## config.mk

```make
export PLATFORM = sky130hd
export DESIGN_NAME = depth_fog_tint_blend_top
export DESIGN_NICKNAME = d
export VERILOG_FILES = /design/src/hdl/dftb_pkg.sv /design/src/hdl/dftb_div.sv /design/src/hdl/dftb_front.sv /design/src/hdl/dftb_fifo.sv /design/src/hdl/dftb_back.sv /design/src/hdl/depth_fog_tint_blend_top.sv
export VERILOG_INCLUDE_DIRS = /design/src /design/src/hdl
export SDC_FILE = /design/constraint.sdc
export NUM_CORES = 2
export LEC_CHECK = 0
export ABC_AREA = 1
export BUFFER_PORTS_ARGS = -buffer_cell sky130_fd_sc_hd__buf_2
export CAP_MARGIN = 20
export CORE_AREA = 8 8 326 328
export CTS_BUF_LIST = sky130_fd_sc_hd__clkbuf_2
export DETAILED_ROUTE_END_ITERATION = 16
export DIE_AREA = 0 0 334 336
export PLACE_DENSITY = 0.68
export SYNTH_ARGS = -nofsm -noshare
export SYNTH_HDL_FRONTEND = slang
export SYNTH_SLANG_ARGS = --single-unit
```

## constraint.sdc

```tcl
create_clock -name clk -period 12.3 [get_ports clk]
set_input_delay 1.23 -clock clk [delete_from_list [all_inputs] [get_ports clk]]
set_output_delay 1.23 -clock clk [all_outputs]
set_load 0.02 [all_outputs]
```

## src/hdl/depth_fog_tint_blend_top_macros.svh

```systemverilog
// Assertion macros shared by the fog blend RTL.
// Included by the modules that carry concurrent checks; no other dependencies.
`ifndef DEPTH_FOG_TINT_BLEND_TOP_MACROS_SVH
`define DEPTH_FOG_TINT_BLEND_TOP_MACROS_SVH

`ifndef ASSERT_OFF

// plain invariant, checked at every edge out of reset
`define DFTB_ASSERT(lbl, clk, rst_n, prop) \
	lbl: assert property (@(posedge clk) disable iff (!rst_n) (prop)) \
		else $error("dftb check failed");

// same-cycle implication
`define DFTB_ASSERT_IMP(lbl, clk, rst_n, ante, cons) \
	lbl: assert property (@(posedge clk) disable iff (!rst_n) (ante) |-> (cons)) \
		else $error("dftb check failed");

// next-cycle implication
`define DFTB_ASSERT_NXT(lbl, clk, rst_n, ante, cons) \
	lbl: assert property (@(posedge clk) disable iff (!rst_n) (ante) |=> (cons)) \
		else $error("dftb check failed");

`else

`define DFTB_ASSERT(lbl, clk, rst_n, prop)
`define DFTB_ASSERT_IMP(lbl, clk, rst_n, ante, cons)
`define DFTB_ASSERT_NXT(lbl, clk, rst_n, ante, cons)

`endif

`endif

```

## src/hdl/dftb_pkg.sv

```systemverilog
// Shared types and constants for the depth fog / tint blend block.
// No dependencies; used by every module under hdl except dftb_div.
package dftb_pkg;

	localparam int MAX_DIM_DEF = 4096;

	localparam int START_W = 11;
	localparam int COLOR_W = 24;
	localparam int TINT_W  = 27;
	localparam int DIM_W   = 13;
	localparam int IDX_W   = 3;
	localparam int DATA_W  = 27;
	localparam int FAC_W   = 9;
	localparam int RGB_W   = 24;

	localparam logic [FAC_W-1:0] FAC_ONE = 9'd256;
	localparam logic [7:0]       ALPHA   = 8'hFF;

	localparam logic [START_W-1:0] FOG_NEAR_RST  = 11'd384;
	localparam logic [START_W-1:0] FOG_END_RST   = 11'd1024;
	localparam logic [COLOR_W-1:0] FOG_COLOR_RST = 24'd789012;
	localparam logic [TINT_W-1:0]  TINT_RST      = 27'd134086643;
	localparam logic [DIM_W-1:0]   WIDTH_RST     = 13'd320;
	localparam logic [DIM_W-1:0]   HEIGHT_RST    = 13'd200;

	// power of two
	localparam int FIFO_DEPTH = 4;

	typedef enum logic [IDX_W-1:0] {
		REG_FOG_NEAR  = 3'd0,
		REG_FOG_END   = 3'd1,
		REG_FOG_COLOR = 3'd2,
		REG_TINT      = 3'd3,
		REG_WIDTH     = 3'd4,
		REG_HEIGHT    = 3'd5
	} reg_idx_t;

	// one queued pixel with the fog factor of its row
	typedef struct packed {
		logic [RGB_W-1:0] rgb;
		logic [FAC_W-1:0] fac;
	} fe_t;

endpackage

```

## src/hdl/dftb_div.sv

```systemverilog
// Bit-serial restoring divider, one quotient bit per cycle.
// Used by dftb_front for the row depth and fog factor; no package use.
module dftb_div #(
	parameter int NW = 22,
	parameter int DW = 13
) (
	input  logic          clk,
	input  logic          arst_n,
	input  logic          start,
	input  logic [NW-1:0] num,
	input  logic [DW-1:0] den,
	output logic          done,
	output logic [NW-1:0] quo
);

	localparam int CW = $clog2(NW + 1);

	logic [DW-1:0] rem_q;
	logic [DW-1:0] den_q;
	logic [NW-1:0] quo_q;
	logic [CW-1:0] cnt_q;
	logic          busy_q;
	logic          done_q;

	logic [DW:0]   trial;
	logic          ge;
	logic [DW:0]   diff;

	always_comb begin
		trial = {rem_q, quo_q[NW-1]};
		ge    = trial >= {1'b0, den_q};
		diff  = trial - {1'b0, den_q};
	end

	always_ff @(posedge clk or negedge arst_n) begin
		if (!arst_n) begin
			busy_q <= 1'b0;
			done_q <= 1'b0;
			cnt_q  <= '0;
		end else begin
			done_q <= 1'b0;
			if (start) begin
				busy_q <= 1'b1;
				cnt_q  <= CW'(NW);
			end else if (busy_q) begin
				cnt_q <= cnt_q - CW'(1);
				if (cnt_q == CW'(1)) begin
					busy_q <= 1'b0;
					done_q <= 1'b1;
				end
			end
		end
	end

	always_ff @(posedge clk) begin
		if (start) begin
			rem_q <= '0;
			den_q <= den;
			quo_q <= num;
		end else if (busy_q) begin
			rem_q <= ge ? diff[DW-1:0] : trial[DW-1:0];
			quo_q <= {quo_q[NW-2:0], ge};
		end
	end

	assign done = done_q;
	assign quo  = quo_q;

endmodule

```

## src/hdl/dftb_front.sv

```systemverilog
// Front end: raster counters, per-row depth and fog factor, queue push.
// Uses dftb_pkg, dftb_div and the assertion macros header.
`include "depth_fog_tint_blend_top_macros.svh"

module dftb_front #(
	parameter int MAX_DIM = dftb_pkg::MAX_DIM_DEF
) (
	input  logic                         clk,
	input  logic                         arst_n,
	input  logic [dftb_pkg::START_W-1:0] fog_near,
	input  logic [dftb_pkg::START_W-1:0] fog_end,
	input  logic [dftb_pkg::DIM_W-1:0]   image_width,
	input  logic [dftb_pkg::DIM_W-1:0]   image_height,
	input  logic                         in_valid,
	output logic                         in_ready,
	input  logic [31:0]                  pixel_in,
	output logic                         push,
	output dftb_pkg::fe_t                push_data,
	input  logic                         full
);

	localparam int CNT_W = $clog2(MAX_DIM);
	localparam int EFF_W = $clog2(MAX_DIM + 1);
	localparam int NW    = (CNT_W + 10 > 19) ? CNT_W + 10 : 19;
	localparam int DW    = (EFF_W > dftb_pkg::START_W) ? EFF_W : dftb_pkg::START_W;
	localparam int FW    = dftb_pkg::FAC_W;
	localparam int SW    = dftb_pkg::START_W;

	typedef enum logic [2:0] {
		S_IDLE,
		S_DIV1,
		S_FACT,
		S_DIV2,
		S_PUSH
	} state_t;

	function automatic logic [EFF_W-1:0] eff_dim(input logic [dftb_pkg::DIM_W-1:0] v);
		logic [EFF_W-1:0] r;
		if (v == '0) begin
			r = EFF_W'(1);
		end else if (32'(v) > 32'(MAX_DIM)) begin
			r = EFF_W'(MAX_DIM);
		end else begin
			r = EFF_W'(v);
		end
		return r;
	endfunction

	state_t           state_q;
	logic [CNT_W-1:0] col_q;
	logic [CNT_W-1:0] row_q;
	logic [FW-1:0]    fac_q;
	logic [9:0]       depth_q;
	logic [23:0]      px_q;

	logic [EFF_W-1:0] w_eff;
	logic [EFF_W-1:0] h_eff;
	logic             acc;
	logic             row_start;
	logic [CNT_W-1:0] row_base;
	logic [EFF_W-1:0] col_inc;
	logic [EFF_W-1:0] row_inc;

	logic [SW-1:0]    dep11;
	logic             empty_rng;
	logic [SW-1:0]    num_fog;
	logic [SW-1:0]    den_fog;
	logic             fact_div;
	logic [FW-1:0]    fact_val;

	logic             div_start;
	logic [NW-1:0]    div_num;
	logic [DW-1:0]    div_den;
	logic             div_done;
	logic [NW-1:0]    div_quo;

	always_comb begin
		w_eff     = eff_dim(image_width);
		h_eff     = eff_dim(image_height);
		in_ready  = (state_q == S_IDLE) && !full;
		acc       = in_valid && in_ready;
		row_start = col_q == '0;
		// height may have been lowered mid-frame
		if (row_start && (EFF_W'(row_q) >= h_eff)) begin
			row_base = '0;
		end else begin
			row_base = row_q;
		end
		col_inc = EFF_W'(col_q) + EFF_W'(1);
		row_inc = EFF_W'(row_base) + EFF_W'(1);

		dep11     = {1'b0, depth_q};
		empty_rng = fog_end <= fog_near;
		num_fog   = dep11 - fog_near;
		den_fog   = fog_end - fog_near;
		fact_div  = !empty_rng && (dep11 > fog_near) && (num_fog < den_fog);
		if (empty_rng) begin
			fact_val = (dep11 >= fog_near) ? dftb_pkg::FAC_ONE : '0;
		end else begin
			fact_val = (dep11 <= fog_near) ? '0 : dftb_pkg::FAC_ONE;
		end

		div_start = (acc && row_start) || ((state_q == S_FACT) && fact_div);
		if (state_q == S_FACT) begin
			div_num = NW'({num_fog, 8'b0});
			div_den = DW'(den_fog);
		end else begin
			// 768 * row
			div_num = NW'({row_base, 9'b0}) + NW'({row_base, 8'b0});
			div_den = DW'(h_eff);
		end

		push = (acc && !row_start) || ((state_q == S_PUSH) && !full);
		if (state_q == S_PUSH) begin
			push_data.rgb = px_q;
		end else begin
			push_data.rgb = pixel_in[23:0];
		end
		push_data.fac = fac_q;
	end

	dftb_div #(
		.NW(NW),
		.DW(DW)
	) u_div (
		.clk   (clk),
		.arst_n(arst_n),
		.start (div_start),
		.num   (div_num),
		.den   (div_den),
		.done  (div_done),
		.quo   (div_quo)
	);

	always_ff @(posedge clk or negedge arst_n) begin
		if (!arst_n) begin
			state_q <= S_IDLE;
			col_q   <= '0;
			row_q   <= '0;
			fac_q   <= '0;
			depth_q <= '0;
			px_q    <= '0;
		end else begin
			if (acc) begin
				px_q <= pixel_in[23:0];
				if (col_inc >= w_eff) begin
					col_q <= '0;
					row_q <= (row_inc >= h_eff) ? '0 : CNT_W'(row_inc);
				end else begin
					col_q <= CNT_W'(col_inc);
					row_q <= row_base;
				end
			end
			case (state_q)
				S_IDLE: begin
					if (acc && row_start) begin
						state_q <= S_DIV1;
					end
				end
				S_DIV1: begin
					if (div_done) begin
						depth_q <= 10'd256 + div_quo[9:0];
						state_q <= S_FACT;
					end
				end
				S_FACT: begin
					if (fact_div) begin
						state_q <= S_DIV2;
					end else begin
						fac_q   <= fact_val;
						state_q <= S_PUSH;
					end
				end
				S_DIV2: begin
					if (div_done) begin
						fac_q   <= div_quo[FW-1:0];
						state_q <= S_PUSH;
					end
				end
				S_PUSH: begin
					if (!full) begin
						state_q <= S_IDLE;
					end
				end
				default: begin
					state_q <= S_IDLE;
				end
			endcase
		end
	end

	`DFTB_ASSERT(a_fac_range, clk, arst_n, fac_q <= dftb_pkg::FAC_ONE)
	`DFTB_ASSERT_IMP(a_done_in_div, clk, arst_n, div_done, (state_q == S_DIV1) || (state_q == S_DIV2))
	`DFTB_ASSERT_NXT(a_row_start_div, clk, arst_n, acc && row_start, state_q == S_DIV1)

endmodule

```

## src/hdl/dftb_fifo.sv

```systemverilog
// Short queue between the front end and the blend pipeline.
// Uses dftb_pkg (entry type, depth) and the assertion macros header.
`include "depth_fog_tint_blend_top_macros.svh"

module dftb_fifo (
	input  logic          clk,
	input  logic          arst_n,
	input  logic          push,
	input  dftb_pkg::fe_t wdata,
	input  logic          pop,
	output dftb_pkg::fe_t rdata,
	output logic          full,
	output logic          nonempty
);

	localparam int DEPTH = dftb_pkg::FIFO_DEPTH;
	localparam int PW    = $clog2(DEPTH);
	localparam int CW    = $clog2(DEPTH + 1);

	dftb_pkg::fe_t mem [DEPTH];
	logic [PW-1:0] wp_q;
	logic [PW-1:0] rp_q;
	logic [CW-1:0] cnt_q;

	always_ff @(posedge clk or negedge arst_n) begin
		if (!arst_n) begin
			wp_q  <= '0;
			rp_q  <= '0;
			cnt_q <= '0;
		end else begin
			if (push) begin
				wp_q <= wp_q + PW'(1);
			end
			if (pop) begin
				rp_q <= rp_q + PW'(1);
			end
			if (push && !pop) begin
				cnt_q <= cnt_q + CW'(1);
			end else if (pop && !push) begin
				cnt_q <= cnt_q - CW'(1);
			end
		end
	end

	always_ff @(posedge clk) begin
		if (push) begin
			mem[wp_q] <= wdata;
		end
	end

	assign rdata    = mem[rp_q];
	assign full     = cnt_q == CW'(DEPTH);
	assign nonempty = cnt_q != '0;

	`DFTB_ASSERT(a_cnt_range, clk, arst_n, cnt_q <= CW'(DEPTH))
	`DFTB_ASSERT_IMP(a_no_overflow, clk, arst_n, push, !full)
	`DFTB_ASSERT_IMP(a_no_underflow, clk, arst_n, pop, nonempty)

endmodule

```

## src/hdl/dftb_back.sv

```systemverilog
// Back end: three-stage tint and fog blend with saturation and output register.
// Uses dftb_pkg for widths, entry type and the alpha constant.
module dftb_back (
	input  logic                         clk,
	input  logic                         arst_n,
	input  logic [dftb_pkg::COLOR_W-1:0] fog_color,
	input  logic [dftb_pkg::TINT_W-1:0]  tint_gains,
	input  logic                         q_valid,
	input  dftb_pkg::fe_t                q_data,
	output logic                         pop,
	output logic                         out_valid,
	input  logic                         out_ready,
	output logic [31:0]                  pixel_out
);

	localparam int FW = dftb_pkg::FAC_W;

	logic          en;
	logic          v_s1;
	logic          v_s2;
	logic          v_s3;

	logic [16:0]   ct_s1 [3];
	logic [16:0]   gf_s1 [3];
	logic [FW-1:0] inv_s1;
	logic [26:0]   acc_s2 [3];
	logic [7:0]    ch_s3 [3];

	logic [7:0]    chan [3];
	logic [8:0]    tint [3];
	logic [7:0]    fogc [3];
	logic [10:0]   sat [3];

	// index 0 = blue, 1 = green, 2 = red
	always_comb begin
		for (int i = 0; i < 3; i++) begin
			chan[i] = q_data.rgb[8*i +: 8];
			tint[i] = tint_gains[9*i +: 9];
			fogc[i] = fog_color[8*i +: 8];
			sat[i]  = acc_s2[i][26:16];
		end
	end

	// whole pipeline moves together; holds while the output is stalled
	assign en  = !v_s3 || out_ready;
	assign pop = q_valid && en;

	always_ff @(posedge clk or negedge arst_n) begin
		if (!arst_n) begin
			v_s1 <= 1'b0;
			v_s2 <= 1'b0;
			v_s3 <= 1'b0;
		end else if (en) begin
			v_s1 <= q_valid;
			v_s2 <= v_s1;
			v_s3 <= v_s2;
		end
	end

	always_ff @(posedge clk) begin
		if (en) begin
			inv_s1 <= dftb_pkg::FAC_ONE - q_data.fac;
			for (int i = 0; i < 3; i++) begin
				ct_s1[i]  <= 17'(chan[i]) * 17'(tint[i]);
				gf_s1[i]  <= 17'(fogc[i]) * 17'(q_data.fac);
				acc_s2[i] <= 27'(ct_s1[i]) * 27'(inv_s1) + 27'({gf_s1[i], 8'b0});
				ch_s3[i]  <= (sat[i] > 11'd255) ? 8'd255 : sat[i][7:0];
			end
		end
	end

	assign out_valid = v_s3;
	assign pixel_out = {dftb_pkg::ALPHA, ch_s3[2], ch_s3[1], ch_s3[0]};

endmodule

```

## src/hdl/depth_fog_tint_blend_top.sv

```systemverilog
// Depth fog / tint blend: top level with the configuration registers.
// Uses dftb_pkg, dftb_front, dftb_fifo and dftb_back.
//
// Usage: pixels enter on in_valid/in_ready/pixel_in in raster order, one
// transfer per pixel; each gives one pixel_out transfer on out_valid/out_ready,
// in order. Registers are written on cfg_valid/cfg_ready with cfg_index (0 fog
// start, 1 fog end, 2 fog color, 3 tint gains, 4 width, 5 height) and
// cfg_data; cfg_ready is always high, other indexes are dropped.
// Write registers only while no pixel is in flight.
// Throughput: one pixel per clock inside a row while the queue is not full.
// The first pixel of each row holds the input while the single serial
// divider computes the row depth and then, when the depth lies inside the
// fog range, the fog factor, one quotient bit per cycle. A mid-row pixel
// goes straight into the queue; a row-start pixel is pushed once the
// divider is done. Both then pass the blend pipeline to the output register.
// Reset clears the column and row counters and the row fog factor and loads
// the register defaults. A stalled receiver holds the output register; the
// blend pipeline and a four-entry queue then fill and in_ready drops.
module depth_fog_tint_blend_top #(
	parameter int MAX_DIM = dftb_pkg::MAX_DIM_DEF
) (
	input  logic                        clk,
	input  logic                        arst_n,
	input  logic                        in_valid,
	output logic                        in_ready,
	input  logic [31:0]                 pixel_in,
	output logic                        out_valid,
	input  logic                        out_ready,
	output logic [31:0]                 pixel_out,
	input  logic                        cfg_valid,
	output logic                        cfg_ready,
	input  logic [dftb_pkg::IDX_W-1:0]  cfg_index,
	input  logic [dftb_pkg::DATA_W-1:0] cfg_data
);

	logic [dftb_pkg::START_W-1:0] fog_near_q;
	logic [dftb_pkg::START_W-1:0] fog_end_q;
	logic [dftb_pkg::COLOR_W-1:0] fog_color_q;
	logic [dftb_pkg::TINT_W-1:0]  tint_q;
	logic [dftb_pkg::DIM_W-1:0]   width_q;
	logic [dftb_pkg::DIM_W-1:0]   height_q;

	logic          push;
	dftb_pkg::fe_t push_data;
	logic          full;
	logic          pop;
	dftb_pkg::fe_t q_data;
	logic          q_valid;

	assign cfg_ready = 1'b1;

	always_ff @(posedge clk or negedge arst_n) begin
		if (!arst_n) begin
			fog_near_q  <= dftb_pkg::FOG_NEAR_RST;
			fog_end_q   <= dftb_pkg::FOG_END_RST;
			fog_color_q <= dftb_pkg::FOG_COLOR_RST;
			tint_q      <= dftb_pkg::TINT_RST;
			width_q     <= dftb_pkg::WIDTH_RST;
			height_q    <= dftb_pkg::HEIGHT_RST;
		end else if (cfg_valid && cfg_ready) begin
			case (cfg_index)
				dftb_pkg::REG_FOG_NEAR:  fog_near_q  <= cfg_data[dftb_pkg::START_W-1:0];
				dftb_pkg::REG_FOG_END:   fog_end_q   <= cfg_data[dftb_pkg::START_W-1:0];
				dftb_pkg::REG_FOG_COLOR: fog_color_q <= cfg_data[dftb_pkg::COLOR_W-1:0];
				dftb_pkg::REG_TINT:      tint_q      <= cfg_data[dftb_pkg::TINT_W-1:0];
				dftb_pkg::REG_WIDTH:     width_q     <= cfg_data[dftb_pkg::DIM_W-1:0];
				dftb_pkg::REG_HEIGHT:    height_q    <= cfg_data[dftb_pkg::DIM_W-1:0];
				default: begin
				end
			endcase
		end
	end

	dftb_front #(
		.MAX_DIM(MAX_DIM)
	) u_front (
		.clk         (clk),
		.arst_n      (arst_n),
		.fog_near    (fog_near_q),
		.fog_end     (fog_end_q),
		.image_width (width_q),
		.image_height(height_q),
		.in_valid    (in_valid),
		.in_ready    (in_ready),
		.pixel_in    (pixel_in),
		.push        (push),
		.push_data   (push_data),
		.full        (full)
	);

	dftb_fifo u_fifo (
		.clk     (clk),
		.arst_n  (arst_n),
		.push    (push),
		.wdata   (push_data),
		.pop     (pop),
		.rdata   (q_data),
		.full    (full),
		.nonempty(q_valid)
	);

	dftb_back u_back (
		.clk       (clk),
		.arst_n    (arst_n),
		.fog_color (fog_color_q),
		.tint_gains(tint_q),
		.q_valid   (q_valid),
		.q_data    (q_data),
		.pop       (pop),
		.out_valid (out_valid),
		.out_ready (out_ready),
		.pixel_out (pixel_out)
	);

endmodule

```

# After elaboration in Yosys (flattened, before gate mapping)
# Memories as Yosys holds them, arrays and structs flattened.
# Cells that the tools add are included.
[word_totals]
reg_bits = 243
ram_bits = 339
in_bits = 67
output_inout_bits = 35
elab_cells = 168
memories = 5
[memory_table]
columns = ["name", "words", "word_bits", "read_ports", "rd_clocked_by_memory_dff", "write_ports", "line_no", "text"]
rows = [
  ["u_fifo.mem", 4, 33, 1, 0, 1, "dftb_fifo.sv:20", "dftb_pkg::fe_t mem [DEPTH];"],
  ["u_back.acc_s2", 3, 27, 3, 0, 3, "dftb_back.sv:26", "logic [26:0] acc_s2 [3];"],
  ["u_back.ct_s1", 3, 17, 3, 0, 3, "dftb_back.sv:23", "logic [16:0] ct_s1 [3];"],
  ["u_back.gf_s1", 3, 17, 3, 0, 3, "dftb_back.sv:24", "logic [16:0] gf_s1 [3];"],
  ["u_back.ch_s3", 3, 8, 3, 0, 3, "dftb_back.sv:27", "logic [7:0] ch_s3 [3];"],
]
[op_classes]
n_addsub = 16
n_mul = 9
order_cmp = 14
n_eq_ne = 16
n_mux = 43
n_reduce_logical = 39
[ops]
columns = ["op", "n"]
rows = [
  ["8-bit by 9-bit multiplier with 17-bit output", 6],
  ["26-bit by 25-bit adder with 27-bit output", 3],
  ["17-bit by 9-bit multiplier with 26-bit output", 3],
  ["22-bit 2-to-1 mux", 3],
  ["13-bit 2-to-1 mux", 5],
  ["12-bit 2-to-1 mux", 4],
  ["9-bit 2-to-1 mux", 5],
  ["11-bit by 8-bit > comparator with 1-bit output, second input constant", 3],
  ["12-bit by 1-bit adder with 13-bit output, second input constant", 2],
  ["13-bit >= comparator", 2],
  ["13-bit > comparator, second input constant", 2],
  ["13-bit zero test", 2],
  ["24-bit 2-to-1 mux", 1],
  ["8-bit 2-to-1 mux", 3],
  ["21-bit by 20-bit adder with 22-bit output", 1],
  ["3-bit 2-to-1 mux", 7],
  ["9-bit one-hot mux with 2 select lines", 1],
  ["3-bit one-hot mux with 5 select lines", 1],
  ["14-bit by 13-bit >= comparator with 1-bit output", 1],
  ["2-bit AND reduction", 7],
  ["12-bit by 13-bit >= comparator with 1-bit output", 1],
  ["13-bit subtractor", 1],
  ["3-bit by 2-bit equality test with 1-bit output, second input constant", 4],
  ["3-bit equality test, second input constant", 4],
  ["28 further kinds", 65],
]

# Longest topological paths before layout
[logic_depth]
ltp_word = 10
mapped_depth = 33
mapped_depth_nobuf = 33

# Cells and area by module
# Synthesis repeated with hierarchy kept, for this count alone.
[unflattened]
hier_cells = 6899
hier_area_um2 = 56188.9
[by_module_without_submodules]
columns = ["module", "n_inst", "cells_per_inst", "area_per_inst_um2", "seq_area_each_um2"]
rows = [
  ["dftb_back", 1, 4600, 36261.0, 5119.9],
  ["dftb_front", 1, 1013, 6844.1, 1751.7],
  ["dftb_fifo", 1, 434, 5885.6, 4139.0],
  ["depth_fog_tint_blend_top", 1, 442, 3970.1, 2524.9],
  ["dftb_div", 1, 410, 3228.1, 1486.4],
]

# Worst setup path before layout
# OpenSTA, ideal clock, no wires.
[synth_timing]
kind = "input-to-reg"
start = "input port out_ready"
end = "register u_fifo.cnt_q[1]"
setup_ns = 0.125
arrival_time_ns = 6.785
required_time_ns = 12.175
slack_ns = 5.390
stages = 7
path_buffers = 0
path_cell_list = "inv_1 nand2_1 o31ai_1 ha_1 inv_1 fa_1 mux2_2"
[synth_via]
elab_chain_len = 5
word_cells_on_any_way = 7
classes_between = "1 x mux; 6 x reduce/logical"
[synth_rtl]
columns = ["element", "line_no", "text"]
rows = [
  ["from (decl)", "depth_fog_tint_blend_top.sv:28", "input logic out_ready,"],
  ["1-bit logical OR (*)", "dftb_back.sv:45", "assign en = !v_s3 || out_ready;"],
  ["1-bit logical AND (*)", "dftb_back.sv:46", "assign pop = q_valid && en;"],
  ["1-bit zero test", "dftb_fifo.sv:37", "if (push && !pop) begin"],
  ["1-bit logical AND", "dftb_fifo.sv:37", ""],
  ["3-bit 2-to-1 mux or 2-bit nonzero test (tied branches)", "n/a", ""],
  ["to (signal assigned)", "dftb_fifo.sv:38", "cnt_q <= cnt_q + CW'(1);"],
  ["to (signal assigned)", "dftb_fifo.sv:40", "cnt_q <= cnt_q - CW'(1);"],
  ["to (decl)", "dftb_fifo.sv:23", "logic [CW-1:0] cnt_q;"],
]
# Every way passes the cells marked *; elsewhere a longest branch is shown, timed or not.
# A chain may end at the register's enable or synchronous reset.

==> metrics.cfg <==
[cts]
cts.sinks = 534
cts_tree = yes
htree_levels = 4
postCtsSetupBuffers = 0
cts_resized = 0
root_buffer = clkbuf_2
insertion_delay_ns = 1.41
clkTransAtPathRegs_ns = 0.09
cts_buffers = 143
clockBufferDepth = 3

[critical_path]
r2r_end = u_back.gf_s1[0][14]
cp.arrival_ns = 7.90
path_class = reg2reg
critical_path.max_fanout = 56
cp.required_ns = 13.43
critical-path-top-delay-family = adder cells
reg2regPathDepth = 24
worst_setup_path_end_kind = flip-flop
crit_slowest_cell = inv_1
cp_cell_sequence = inv_2, buf_4, nand2_1, nand3_1, nand2_1, inv_1, nand2_1, fa_1, fa_1, inv_1, fa_1, inv_1, fa_1, inv_1, ha_1, nand2_1, o21ai_0, a21oi_1, o21bai_1, nand2_1, nand2_1, a21oi_1, o21ai_0, xor2_1
r2r_start = u_fifo.rp_q[0]
max_stage_delay_ns = 0.77
rrSetupSlack_ns = 5.53
cp_num_buf_inv = 6
crit_path_start_kind = flip-flop
critPathMostFrequentCell = nand2_1
critical_path_cell_count = 24

[logic_synthesis]
yosysUniqueCellTypes = 58
synthTopCellsByArea = fa_1 24%, edfxtp_1 19%, ha_1 11%
syn_area_mm2 = 0.0520
yosysWarningCount = 0
netlist.area_leader.share = 0.241
netlist_instances = 5923
async_flop_share = 0.348
synth_top_area_cell = fa_1
synth_seq_cells = 534
syn_area_per_cell_um2 = 8.77
ys_seq_area_frac = 0.289
synth-main-ff-cell = edfxtp_1
synth-edff-count = 335

[placement]
io_buffers = 84
place_inst = 7136
globalplace.congestion = 0.943
place_hpwl_mm = 92.3

[grt]
grt_pass1_wl_mm = 200
grt_pass1_vias = 39538
grt_max_degree = 72
grt_overflow = 0
track_usage = 0.220
antenna_found_initial = 3

[routing]
drt-total-wl_mm = 121
wl_met3_mm = 7.62
drt-met1-wl_mm = 52.2
drc = 0
wl_per_cell_um = 16.3
avgViaCountPerCell = 5.18
top_layer = met5
vias = 38461
first_iter_violations = 2629
wl_met2_mm = 57.7
firstDrtPassIters = 6
ant_nets = 0

[sta]
slew_headroom = 0.318
finalHoldViolCount = 0
min_period_ns = 6.77
rsz0062_at_grt = false
tightest_slew_ns = 1.02
skew_ns = 0.0953
setup_violations = 0
setup_tns_ns = 0
slew_violations = 0
fmax_mhz = 148
fin_crit_sh = 0.550
fin_hold_ws_ns = 0.221

[floorplan]
die_h_um = 336
coreArea_mm2 = 0.101
initial_core_util = 0.514
dieArea_mm2 = 0.112
ios = 102
die_w_um = 334
core.rowCount = 117

[hold_path]
hold_path.class = in2reg
hold_path_end = tint_q[14]
worst_hold_path.num_cells = 3
hp-start = cfg_data[14]

[finish]
layout_common_cells = 1418 x nand2_1, 1231 x inv_1, 625 x fa_1
final_common_cell = nand2_1
final_nets = 7164
syn_to_final_growth_pct = 6.19
drive_gt1_frac = 0.0676
layout.cells.non_filler = 7432

[status]
status = finished clean

[run]
max_cap_violations = 0

## stage by stage
step            util  setup slack [ns]  instance area [um2]
2_1_floorplan      -              5.39                52000
3_3_place_gp   0.529              5.76                53400
3_5_place_dp   0.529              5.64                53400
4_1_cts        0.546              5.62                55100
5_1_grt        0.546              5.28                55200
6_report       0.546              5.53                55200
## flip-flops by register name (all words and copies together), names as in the netlist, 5 cells and up
register and count:
u_back.acc_s2 33, height_q 13, u_back.ct_s1 51, fog_near_q 11
u_front.col_q 12, u_front.row_q 12, tint_q 27, fog_end_q 11
u_back.inv_s1 9, u_back.ch_s3 24, u_front.u_div.den_q 13, width_q 13
u_front.u_div.quo 22, u_front.u_div.rem_q 13, u_front.u_div.cnt_q 5, u_front.fac_q 9
u_fifo.mem 132, fog_color_q 24, u_back.gf_s1 51, u_front.depth_q 10
u_front.px_q 24
## worst reg2reg max path: stages, from the launching register on
cell	delay (ns)
dfrtp_2	0.41
inv_2	0.19
buf_4	0.55
nand2_1	0.13
nand3_1	0.09
nand2_1	0.31
inv_1	0.78
nand2_1	0.18
fa_1	0.54
fa_1	0.54
inv_1	0.06
fa_1	0.48
inv_1	0.05
fa_1	0.47
inv_1	0.04
ha_1	0.34
nand2_1	0.07
o21ai_0	0.41
a21oi_1	0.12
o21bai_1	0.22
nand2_1	0.08
nand2_1	0.06
a21oi_1	0.08
o21ai_0	0.22
xor2_1	0.10
## layout make-up
class	instances	area [um2]
clock buffer	197	986
clock inverter	60	384
multi-input combinational	3935	31400
tap	1309	1640
fill	9247	45800
antenna	3	7.51
inverter	1246	4680
sequential	534	15000
timing repair buffer	148	1030
## timing repair
item	CTS	global route
setup endpoints to repair	0	0
hold endpoints to repair	85	0
hold buffers	34	0
## logic make-up (layout without fill, tap and decap cells)
family / Yosys count / in the layout / synth area share
AO/OA/AOI/OAI: 629 / 629 / 0.0656
XOR/XNOR: 171 / 171 / 0.0290
adder cells (fa/ha/maj): 1089 / 1089 / 0.352
buffers and inverters: 1462 / 1651 / 0.107
flip-flops: 534 / 534 / 0.289
multiplexers: 1 / 1 / 0.000217
other: 1 / 12 / 0.0000722
AND/OR/NAND/NOR: 2036 / 2036 / 0.157
## synthesized netlist by cell type (38+ instances only)
cell and number:
a21oi_1 209, clkbuf_1 144, dfrtp_1 148, dfstp_2 38, edfxtp_1 335, fa_1 625, ha_1 464, inv_1 1232
nand2_1 1420, nand3_1 159, nor2_1 354, o21ai_0 304, xnor2_1 38, xor2_1 132
## how the worst max path moves through the flow
stage,slack [ns],startpoint,endpoint
5_1_grt,5.28,u_fifo.rp_q[0],u_back.gf_s1[0][14]
3_3_place_gp,5.76,u_fifo.rp_q[0],u_back.gf_s1[0][14]
6_report,5.53,u_fifo.rp_q[0],u_back.gf_s1[0][14]
2_1_floorplan,5.39,out_ready,u_fifo.cnt_q[1]
3_5_place_dp,5.64,u_fifo.rp_q[0],u_back.gf_s1[0][14]
4_1_cts,5.62,u_fifo.rp_q[1],u_back.gf_s1[0][14]
## metal layers
layer	track usage	up-vias
li1	-	18502
met1	0.289	18646
met2	0.370	1095
met3	0.0366	216
met4	0.0735	2
met5	0	-
Power is not shown: default switching activity piles up to over one toggle a cycle in this logic, so the estimate is an artifact.
